`config.mk`:
```
export PLATFORM = sky130hd
export DESIGN_NAME = char_lcd_parallel_controller
export DESIGN_NICKNAME = d
export VERILOG_FILES = /design/src/rtl/clcd_pkg.sv /design/src/rtl/clcd_msg_ram.sv /design/src/rtl/clcd_seq.sv /design/src/rtl/char_lcd_parallel_controller.sv
export SDC_FILE = /design/constraint.sdc
export NUM_CORES = 1
export LEC_CHECK = 0
export BUFFER_PORTS_ARGS = -buffer_cell sky130_fd_sc_hd__clkbuf_2
export CAP_MARGIN = 25
export CELL_PAD_IN_SITES_DETAIL_PLACEMENT = 0
export CELL_PAD_IN_SITES_GLOBAL_PLACEMENT = 1
export CORE_AREA = 2 2 207 229
export DETAILED_ROUTE_END_ITERATION = 7
export DIE_AREA = 0 0 209 231
export GPL_TIMING_DRIVEN = 0
export PLACE_DENSITY = 0.85
export SLEW_MARGIN = 10
export SYNTH_ARGS = -nofsm -noshare
export SYNTH_HDL_FRONTEND = slang
export SYNTH_HIERARCHICAL = 1
export SYNTH_SLANG_ARGS = --single-unit
```
`constraint.sdc`:
```
create_clock -name i_clk -period 9.07 [get_ports i_clk]
set_input_delay 2.721 -clock i_clk [delete_from_list [all_inputs] [get_ports i_clk]]
set_output_delay 2.721 -clock i_clk [all_outputs]
set_load 0.1 [all_outputs]
```
`src/rtl/clcd_pkg.sv`:
```
package clcd_pkg;

    typedef enum logic [2:0] {
        KIND_TICK   = 3'd0,
        KIND_INIT   = 3'd1,
        KIND_LOAD   = 3'd2,
        KIND_WRITE  = 3'd3,
        KIND_CLEAR  = 3'd4,
        KIND_CURSOR = 3'd5
    } t_kind;

    typedef enum logic [1:0] {
        REQ_NONE   = 2'd0,
        REQ_WRITE  = 2'd1,
        REQ_CLEAR  = 2'd2,
        REQ_CURSOR = 2'd3
    } t_req;

    typedef enum logic [1:0] {
        ST_OK    = 2'd0,
        ST_BUSY  = 2'd1,
        ST_PARAM = 2'd2
    } t_status;

    typedef enum logic [1:0] {
        PH_RAISE = 2'd0,
        PH_LOWER = 2'd1,
        PH_WAIT  = 2'd2,
        PH_DONE  = 2'd3
    } t_phase;

    localparam logic [7:0] CMD_CLEAR    = 8'h01;
    localparam logic [7:0] CMD_FUNCTION = 8'h38;
    localparam logic [7:0] CMD_DISPLAY  = 8'h0E;
    localparam logic [7:0] CMD_ENTRY    = 8'h06;
    localparam logic [7:0] ROW_FIRST    = 8'h80;
    localparam logic [7:0] ROW_SECOND   = 8'hC0;
    localparam logic [2:0] INIT_LAST    = 3'd4;

    typedef struct packed {
        t_kind      kind;
        logic [5:0] byte_index;
        logic [7:0] msg_byte;
        logic [7:0] msg_length;
        logic [7:0] row_address;
        logic [7:0] column;
    } t_lcd_in;

    typedef struct packed {
        t_status    status;
        logic       reg_select;
        logic       read_write;
        logic       enable_pin;
        logic [7:0] data_bus;
        logic       ready_res;
    } t_lcd_out;

    // Power-on command order, indexed by init step minus one.
    function automatic logic [7:0] init_cmd(input logic [1:0] idx);
        logic [7:0] cmd;
        case (idx)
            2'd0:    cmd = CMD_FUNCTION;
            2'd1:    cmd = CMD_DISPLAY;
            2'd2:    cmd = CMD_CLEAR;
            default: cmd = CMD_ENTRY;
        endcase
        return cmd;
    endfunction

endpackage

```
`src/rtl/clcd_msg_ram.sv`:
```
module clcd_msg_ram #(
    parameter int DEPTH = 64,
    parameter int AW    = 6
) (
    input  logic          i_clk,
    input  logic          i_wr_en,
    input  logic [AW-1:0] i_wr_addr,
    input  logic [7:0]    i_wr_data,
    input  logic [AW-1:0] i_rd_addr,
    output logic [7:0]    o_rd_data
);

    logic [7:0] r_mem [DEPTH];
    logic [7:0] r_rd;

    always_ff @(posedge i_clk) begin
        if (i_wr_en) begin
            r_mem[i_wr_addr] <= i_wr_data;
        end
    end

    // Read-after-write bypass: a load to the address being read wins.
    always_ff @(posedge i_clk) begin
        if (i_wr_en && (i_wr_addr == i_rd_addr)) begin
            r_rd <= i_wr_data;
        end else begin
            r_rd <= r_mem[i_rd_addr];
        end
    end

    assign o_rd_data = r_rd;

endmodule

```
`src/rtl/clcd_seq.sv`:
```
module clcd_seq #(
    parameter int MSG_DEPTH = 64,
    parameter int COLUMNS   = 16,
    parameter int AW        = 6
) (
    input  logic                      i_clk,
    input  logic                      i_rst_n,
    input  logic                      i_step,
    input  clcd_pkg::t_lcd_in         i_req,
    input  logic [7:0]                i_char,
    output logic [AW-1:0]             o_rd_addr,
    output logic                      o_wr_en,
    output logic [AW-1:0]             o_wr_addr,
    output logic [7:0]                o_wr_data,
    output clcd_pkg::t_lcd_out        o_res
);

    localparam int CW = $clog2(MSG_DEPTH + 1);

    logic                r_oper, n_oper;
    logic [2:0]          r_step, n_step;
    clcd_pkg::t_req      r_pend, n_pend;
    clcd_pkg::t_phase    r_phase, n_phase;
    logic [CW-1:0]       r_pos, n_pos;
    logic [CW-1:0]       r_len, n_len;
    logic [7:0]          r_cursor, n_cursor;
    logic                r_rs, n_rs;
    logic                r_en, n_en;
    logic [7:0]          r_data, n_data;

    logic                w_strobe;
    logic                w_done;
    logic                w_srs;
    logic [7:0]          w_sbyte;
    logic                w_busy;
    logic [CW:0]         w_pos_inc;
    logic [8:0]          w_idx;
    clcd_pkg::t_status   w_status;

    // What a tick would send from the current state.
    always_comb begin
        w_strobe = 1'b0;
        w_srs    = 1'b0;
        w_sbyte  = 8'h00;
        if (!r_oper) begin
            w_strobe = (r_step != 3'd0) && (r_step <= clcd_pkg::INIT_LAST);
            w_sbyte  = clcd_pkg::init_cmd(r_step[1:0] - 2'd1);
        end else begin
            case (r_pend)
                clcd_pkg::REQ_WRITE: begin
                    w_strobe = 1'b1;
                    w_srs    = 1'b1;
                    w_sbyte  = i_char;
                end
                clcd_pkg::REQ_CLEAR: begin
                    w_strobe = 1'b1;
                    w_sbyte  = clcd_pkg::CMD_CLEAR;
                end
                clcd_pkg::REQ_CURSOR: begin
                    w_strobe = 1'b1;
                    w_sbyte  = r_cursor;
                end
                default: w_strobe = 1'b0;
            endcase
        end
    end

    assign w_done    = w_strobe && (r_phase == clcd_pkg::PH_DONE);
    assign w_busy    = !r_oper || (r_pend != clcd_pkg::REQ_NONE);
    assign w_pos_inc = (CW+1)'(r_pos) + (CW+1)'(1);
    assign w_idx     = {3'b000, i_req.byte_index};

    always_comb begin
        n_oper    = r_oper;
        n_step    = r_step;
        n_pend    = r_pend;
        n_phase   = r_phase;
        n_pos     = r_pos;
        n_len     = r_len;
        n_cursor  = r_cursor;
        n_rs      = r_rs;
        n_en      = r_en;
        n_data    = r_data;
        w_status  = clcd_pkg::ST_OK;
        o_wr_en   = 1'b0;
        if (i_step) begin
            case (i_req.kind)
                clcd_pkg::KIND_TICK: begin
                    if (w_strobe) begin
                        case (r_phase)
                            clcd_pkg::PH_RAISE: begin
                                n_rs    = w_srs;
                                n_data  = w_sbyte;
                                n_en    = 1'b1;
                                n_phase = clcd_pkg::PH_LOWER;
                            end
                            clcd_pkg::PH_LOWER: begin
                                n_en    = 1'b0;
                                n_phase = clcd_pkg::PH_WAIT;
                            end
                            clcd_pkg::PH_WAIT: n_phase = clcd_pkg::PH_DONE;
                            default:           n_phase = clcd_pkg::PH_RAISE;
                        endcase
                        if (w_done) begin
                            if (!r_oper) begin
                                if (r_step == clcd_pkg::INIT_LAST) begin
                                    n_oper = 1'b1;
                                    n_step = 3'd0;
                                    n_pend = clcd_pkg::REQ_NONE;
                                end else begin
                                    n_step = r_step + 3'd1;
                                end
                            end else if (r_pend == clcd_pkg::REQ_WRITE) begin
                                if (w_pos_inc >= (CW+1)'(r_len)) begin
                                    n_pos  = '0;
                                    n_pend = clcd_pkg::REQ_NONE;
                                end else begin
                                    n_pos = w_pos_inc[CW-1:0];
                                end
                            end else begin
                                n_pend = clcd_pkg::REQ_NONE;
                            end
                        end
                    end else if (!r_oper) begin
                        // power-on tick
                        n_step = 3'd1;
                    end
                end
                clcd_pkg::KIND_INIT: begin
                    n_oper  = 1'b0;
                    n_step  = 3'd0;
                    n_pend  = clcd_pkg::REQ_NONE;
                    n_phase = clcd_pkg::PH_RAISE;
                    n_pos   = '0;
                    n_en    = 1'b0;
                end
                clcd_pkg::KIND_LOAD: begin
                    o_wr_en = (w_idx < 9'(MSG_DEPTH));
                end
                clcd_pkg::KIND_WRITE: begin
                    if (w_busy) begin
                        w_status = clcd_pkg::ST_BUSY;
                    end else if ({1'b0, i_req.msg_length} > 9'(MSG_DEPTH)) begin
                        w_status = clcd_pkg::ST_PARAM;
                    end else if (i_req.msg_length != 8'd0) begin
                        n_len  = CW'({1'b0, i_req.msg_length});
                        n_pos  = '0;
                        n_pend = clcd_pkg::REQ_WRITE;
                    end
                end
                clcd_pkg::KIND_CLEAR: begin
                    if (w_busy) begin
                        w_status = clcd_pkg::ST_BUSY;
                    end else begin
                        n_pend = clcd_pkg::REQ_CLEAR;
                    end
                end
                clcd_pkg::KIND_CURSOR: begin
                    if (w_busy) begin
                        w_status = clcd_pkg::ST_BUSY;
                    end else if ((i_req.row_address != clcd_pkg::ROW_FIRST) &&
                                 (i_req.row_address != clcd_pkg::ROW_SECOND)) begin
                        w_status = clcd_pkg::ST_PARAM;
                    end else if ({1'b0, i_req.column} > 9'(COLUMNS)) begin
                        w_status = clcd_pkg::ST_PARAM;
                    end else begin
                        n_cursor = i_req.row_address + i_req.column;
                        n_pend   = clcd_pkg::REQ_CURSOR;
                    end
                end
                default: w_status = clcd_pkg::ST_OK;
            endcase
        end
    end

    always_ff @(posedge i_clk) begin
        if (!i_rst_n) begin
            r_oper   <= 1'b0;
            r_step   <= 3'd0;
            r_pend   <= clcd_pkg::REQ_NONE;
            r_phase  <= clcd_pkg::PH_RAISE;
            r_pos    <= '0;
            r_len    <= '0;
            r_cursor <= 8'h00;
            r_rs     <= 1'b0;
            r_en     <= 1'b0;
            r_data   <= 8'h00;
        end else begin
            r_oper   <= n_oper;
            r_step   <= n_step;
            r_pend   <= n_pend;
            r_phase  <= n_phase;
            r_pos    <= n_pos;
            r_len    <= n_len;
            r_cursor <= n_cursor;
            r_rs     <= n_rs;
            r_en     <= n_en;
            r_data   <= n_data;
        end
    end

    // RAM is read at the next character position so the byte is ready next cycle.
    assign o_rd_addr = n_pos[AW-1:0];
    assign o_wr_addr = w_idx[AW-1:0];
    assign o_wr_data = i_req.msg_byte;

    assign o_res.status     = w_status;
    assign o_res.reg_select = n_rs;
    assign o_res.read_write = 1'b0;
    assign o_res.enable_pin = n_en;
    assign o_res.data_bus   = n_data;
    assign o_res.ready_res  = n_oper && (n_pend == clcd_pkg::REQ_NONE);

endmodule

```
`src/rtl/char_lcd_parallel_controller.sv`:
```
// Character LCD controller for an 8-bit parallel bus (HD44780 style). Every
// request on the input channel is a tick, an init, a message byte load, or a
// write/clear/cursor command, and each one yields exactly one response that
// reports the status and the RS/RW/EN/DB pin levels after that request. The
// block takes one request per clock while the output register is free or
// being drained; a request passes through the input register, then the
// sequencer logic into the output register, where its response is held.
// While a response waits to be taken, the input register still accepts one
// more request, then input ready stays low until the response drains. The
// message buffer is a RAM with a registered read port that is pre-read at the
// next character position, with a bypass for a load to that same address.
module char_lcd_parallel_controller #(
    parameter int MSG_DEPTH = 64,
    parameter int COLUMNS   = 16
) (
    input  logic               i_clk,
    input  logic               i_rst_n,
    input  logic               i_in_valid,
    output logic               o_in_ready,
    input  clcd_pkg::t_lcd_in  i_in,
    output logic               o_out_valid,
    input  logic               i_out_ready,
    output clcd_pkg::t_lcd_out o_out
);

    localparam int AW = (MSG_DEPTH > 1) ? $clog2(MSG_DEPTH) : 1;

    // input register
    logic               r_in_valid;
    clcd_pkg::t_lcd_in  r_in;
    // output register
    logic               r_out_valid;
    clcd_pkg::t_lcd_out r_out;

    logic               w_step;
    logic               w_in_take;
    clcd_pkg::t_lcd_out w_res;
    logic [AW-1:0]      w_rd_addr;
    logic               w_wr_en;
    logic [AW-1:0]      w_wr_addr;
    logic [7:0]         w_wr_data;
    logic [7:0]         w_char;

    // A registered request is processed when the output register is free
    // or is being drained this cycle.
    assign w_step     = r_in_valid && (!r_out_valid || i_out_ready);
    assign o_in_ready = !r_in_valid || w_step;
    assign w_in_take  = i_in_valid && o_in_ready;

    always_ff @(posedge i_clk) begin
        if (!i_rst_n) begin
            r_in_valid <= 1'b0;
        end else if (o_in_ready) begin
            r_in_valid <= i_in_valid;
        end
    end

    always_ff @(posedge i_clk) begin
        if (w_in_take) begin
            r_in <= i_in;
        end
    end

    clcd_seq #(
        .MSG_DEPTH (MSG_DEPTH),
        .COLUMNS   (COLUMNS),
        .AW        (AW)
    ) u_seq (
        .i_clk     (i_clk),
        .i_rst_n   (i_rst_n),
        .i_step    (w_step),
        .i_req     (r_in),
        .i_char    (w_char),
        .o_rd_addr (w_rd_addr),
        .o_wr_en   (w_wr_en),
        .o_wr_addr (w_wr_addr),
        .o_wr_data (w_wr_data),
        .o_res     (w_res)
    );

    clcd_msg_ram #(
        .DEPTH (MSG_DEPTH),
        .AW    (AW)
    ) u_ram (
        .i_clk     (i_clk),
        .i_wr_en   (w_wr_en),
        .i_wr_addr (w_wr_addr),
        .i_wr_data (w_wr_data),
        .i_rd_addr (w_rd_addr),
        .o_rd_data (w_char)
    );

    always_ff @(posedge i_clk) begin
        if (!i_rst_n) begin
            r_out_valid <= 1'b0;
        end else if (w_step) begin
            r_out_valid <= 1'b1;
        end else if (i_out_ready) begin
            r_out_valid <= 1'b0;
        end
    end

    always_ff @(posedge i_clk) begin
        if (w_step) begin
            r_out <= w_res;
        end
    end

    assign o_out_valid = r_out_valid;
    assign o_out       = r_out;

endmodule

```
Word level (Yosys, flattened, before mapping)

Memories as Yosys holds them, arrays and structs flattened. A register that Yosys moved wholly into a read port is not among the register bits.
Index checks and enable logic that the tools add are counted.

Memory bits (writable): 512
Memories: 1
Output and inout bits: 16
Register bits after elaboration: 96
Input bits: 45
Logic and storage cells: 163

Memory list:

| name        | depth | width | rd ports | clocked after memory_dff | write ports | line               | text |
|---|---|---|---|---|---|---|---|
| u_ram.r_mem | 64    | 8     | 1        | 1                        | 1           | clcd_msg_ram.sv:13 | `logic [7:0] r_mem [DEPTH];` |

Equality and inequality tests: 25
$lt $le $gt $ge: 5
Muxes and demuxes: 72
Reduce and logical (&&, ||, !) cells: 28
$add $sub $neg: 4
Bitwise operators: 4

Operator list:

| operator            | number |
|---|---|
| $mux 7              | 8 |
| $mux 2              | 20 |
| $mux 8              | 5 |
| $pmux 8 s3          | 1 |
| $mux 1              | 22 |
| $pmux 7 s3          | 1 |
| $pmux 6 s3          | 1 |
| $ne 8x8->1 const B  | 2 |
| $mux 3              | 5 |
| $pmux 2 s3          | 2 |
| $eq 2x2->1 const B  | 5 |
| $ne 2x1->1 const B  | 5 |
| $pmux 2 s5          | 1 |
| $reduce_and 5->1    | 2 |
| $eq 3x3->1 const B  | 3 |
| $reduce_and 9->1    | 1 |
| $add 7x1->8 const B | 1 |
| $add 8x8->8         | 1 |
| $ge 8x7->1          | 1 |
| $gt 8x5->1 const B  | 1 |
| $gt 8x7->1 const B  | 1 |
| $reduce_bool 8->1   | 1 |
| $lt 6x7->1 const B  | 1 |
| $eq 2x1->1 const B  | 3 |
| 22 further kinds    | 44 |

Logic depth before layout (Yosys ltp)

Depth in word-level cells: 11
Mapped depth: 13
Depth with buffers taken out: 10

Modules after synthesis

The synthesis kept the hierarchy.

By module, submodules not included:

| module                       | times used | cells each | seq. area each (µm²) | area each (µm²) |
|---|---|---|---|---|
| clcd_msg_ram                 | 1          | 917        | 15494.9              | 20095.5 |
| clcd_seq                     | 1          | 385        | 800.8                | 3156.8 |
| char_lcd_parallel_controller | 1          | 64         | 1691.6               | 1755.4 |

Least setup slack after synthesis

No wires, ideal clock.

Kind: input -> output
Start: input port i_out_ready
End: output port o_in_ready
Buffers on the path: 0
Required time: 6.349 ns
Cell stages on the path: 1
Slack: 3.281 ns
Data arrival time: 3.068 ns
Path through: nand3b_4

Longest elaborated chain between the ends: 3

RTL lines:

| element            | line                               | text |
|---|---|---|
| start: declaration | char_lcd_parallel_controller.sv:22 | `input logic i_out_ready,` |
| $logic_or 1x1->1   | char_lcd_parallel_controller.sv:46 | `assign w_step = r_in_valid && (!r_out_valid \|\| i_out_ready);` |
| $logic_and 1x1->1  | char_lcd_parallel_controller.sv:46 |  |
| $logic_or 1x1->1   | char_lcd_parallel_controller.sv:47 | `assign o_in_ready = !r_in_valid \|\| w_step;` |
| end: declaration   | char_lcd_parallel_controller.sv:19 | `output logic o_in_ready,` |

No other way between the ends.

Worst setup path after layout

Ends and elaborated chain as after synthesis.

==> results.ini <==
[outcome]
status=finished, final reports clean

[die]
core_um2=46210
initial_utilization_pct=54.11
dieArea_um2=48280
die_h_um=231
die_w_um=209
row_count=83
io-pin-count=61

[synthesis]
synth_cells=1366
synth_cell_types=81
syn-num-nets=1435
yosysSeqAreaShare_pct=71.93
synth_top_area_share_pct=68.08
netlist_top_cells_count=edfxtp_1, mux4_2, nor2_1
synth_top_cells_by_area=edfxtp_1, mux4_2, dfxtp_1
async_reset_ff_share_pct=0
synth_enable_flop_cells=567
synth_warnings=6
synth.avg_cell_area_um2=18.31
ys_ff_latch=615
netlist_area_um2=25010
ys.flop_type=edfxtp_1
synth_most_common_cell=edfxtp_1
synth_area_leader_cell=edfxtp_1

[worst_setup_path]
crit_top_cell=clkbuf_2
r2r_end=u_seq/r_data[5]$_SDFF_PN0_
critPathArrivalTime_ps=3430
crit_type=in2out
worstPathRequired_ps=6350
crit_chain=clkbuf_2 -> nand3b_4 -> clkbuf_2
cp_slowest_cell=clkbuf_2
crit_fanout=2
cp_top_family=buffers and inverters
rr_worst_depth=11
crit_path_max_incr_delay_ps=450
critPathBufInv=2
startpoint_type=input port
cp-end-kind=output pin
rrSetupSlack_ps=5040

[clocking]
ctsLongestPathBuffers=3
postCtsHoldBufs=0
postCtsSetupBuffers=0
clockRootBuffer=clkbuf_16
numCtsBuffers=59
clk_pin_slew_ps=60
cts_tree=done
cts_resized=0
clock_sinks=615
h-tree-depth=2
clk_latency_ps=630

[job]
maxCapViolCount=0

[global_route]
antenna_found_initial=0
grt_pass1_wl_um=86110
grt_max_degree=65
grt_overflow=0
grt_pass1_vias=13440
gr-usage-all-layers_pct=24.57

[place]
dpl.hpwl_um=37760
dp.cells=2025
io_buffers=60
placed_cell_area_um2=26140
gp_congestion=0.9196

[final_layout]
drive_gt1_share_pct=23.04
fin_cells=2136
synthToLayoutAreaGrowth_pct=11.91
fin_area_um2=27990
nNetsFinal=1561
diodes=0

[pwr]
clkPwrFrac_pct=41.7
p_int_uw=4440
ir_drop_uv=145.4
p_leak_uw=0.008784
power_uw=5593
power_frac_comb_pct=2.5
p_per_area_nw_per_um2=199.9
netSwitchingPower_uw=1154
swShare_pct=20.63
pwr-share-seq_pct=55.8

[sta]
setup_violations=0
whs_ps=459.9
hold_viol_final=0
rsz0062_at_grt=false
worst_pin_slew_ps=1041
fin_crit_ps=6153
maxSlewViolCount=0
max_slew_margin_pct=30.59
fmax_mhz=162.5
fin_worst_skew_ps=22.14
tns_ps=0
min_period_over_period_pct=67.84

[routing]
dr.pass1.iters=6
routedWlPerCell_um=27.26
post-route-drc-count=0
vias_per_cell=6.289
ant_nets=0
vias=13430
first_iter_violations=1728
wirelength_um=58220

[min_path]
hold_path.startpoint=u_seq/r_cursor[4]$_SDFFE_PN0P_
min_delay_path_depth=2
min-delay-path-class=reg2reg
whs_endpoint=u_seq/r_cursor[4]$_SDFFE_PN0P_

-- layout by cell type, fill, tap and decap left out, types with 25 or more instances in the layout --
master,instances
clkbuf_1,32
buf_4,26
clkbuf_16,60
nand2_1,49
mux4_2,120
nor2_1,93
a21oi_1,25
mux2i_1,34
clkbuf_2,60
dfxtp_1,48
o21ai_0,29
edfxtp_1,567
-- worst max-delay path by stage --
stage | start | endpoint | slack (ps) | depth (start not counted)
4_1_cts | i_out_ready | o_in_ready | 2910 | 3
3_3_place_gp | i_out_ready | u_ram/r_mem[62][3]$_DFFE_PP_ | 1240 | 8
5_1_grt | i_out_ready | o_in_ready | 2900 | 3
3_5_place_dp | i_out_ready | u_ram/r_mem[7][0]$_DFFE_PP_ | 2370 | 8
6_report | i_out_ready | o_in_ready | 2920 | 3
2_1_floorplan | i_out_ready | o_in_ready | 3280 | 1
-- cell families after synthesis --
group / synth area share (%)
buffers and inverters: 2.647
XOR/XNOR: 0.3152
flip-flops: 71.93
adder cells (fa/ha/maj): 1.231
AND/OR/NAND/NOR: 5.909
multiplexers: 13.53
AO/OA/AOI/OAI: 4.423
other: 0.01500
-- per-stage QoR --
step	worst slack, ps	util (%)
4_1_cts	2911	60.55
5_1_grt	2902	60.56
2_1_floorplan	3281	-
3_5_place_dp	2370	56.56
6_report	2917	60.56
3_3_place_gp	1239	56.37
-- flip-flops by register name, indices dropped and copies added (netlist names), named ones only --
signal	count
o_out	14
o_out_valid	1
r_in	41
r_in_valid	1
u_ram/r_mem	512
u_seq/r_cursor	8
u_seq/r_data	8
u_seq/r_en	1
u_seq/r_len	7
u_seq/r_oper	1
u_seq/r_pend	2
u_seq/r_phase	2
u_seq/r_pos	7
u_seq/r_rs	1
u_seq/r_step	3
-- cell type report --
type,count,area [µm²]
Timing Repair Buffer,65,372.9
Buffer,86,571.8
Multi-Input combinational cell,641,6377
Tap cell,595,744.5
Fill cell,3276,18230
Inverter,24,90.09
Clock buffer,66,1524
Clock inverter,44,319.1
Sequential cell,615,17990
-- power groups by stage --
stage | Combinational [µW] | Clock [µW] | Sequential [µW]
floorplan | 65.0 | 0 | 3200
finish | 140 | 2330 | 3120
CTS | 140 | 2370 | 3120
detailed placement | 139 | 0 | 3180
global placement | 130 | 0 | 3180
global route | 150 | 2480 | 3120
-- worst register-to-register path, stage by stage (launching register included) --
cell and delay (ps):
dfxtp_1 380, buf_4 260, buf_6 230, clkbuf_1 760, nand3_1 590, o221ai_1 390
a21oi_1 150, a22o_1 330, mux2i_1 220, o21ai_0 150, mux2_1 320, and2_1 160
-- metal layers --
metal | vias to the layer above | global-route usage [%] | wire length (µm)
met5 | - | 0 | 0
met4 | 0 | 10.54 | 2644
met3 | 151 | 5.088 | 4906
met2 | 668 | 41.04 | 28910
met1 | 6853 | 31.53 | 21770
li1 | 5762 | - | -
Note: power is estimated with default switching activity, not from simulation.
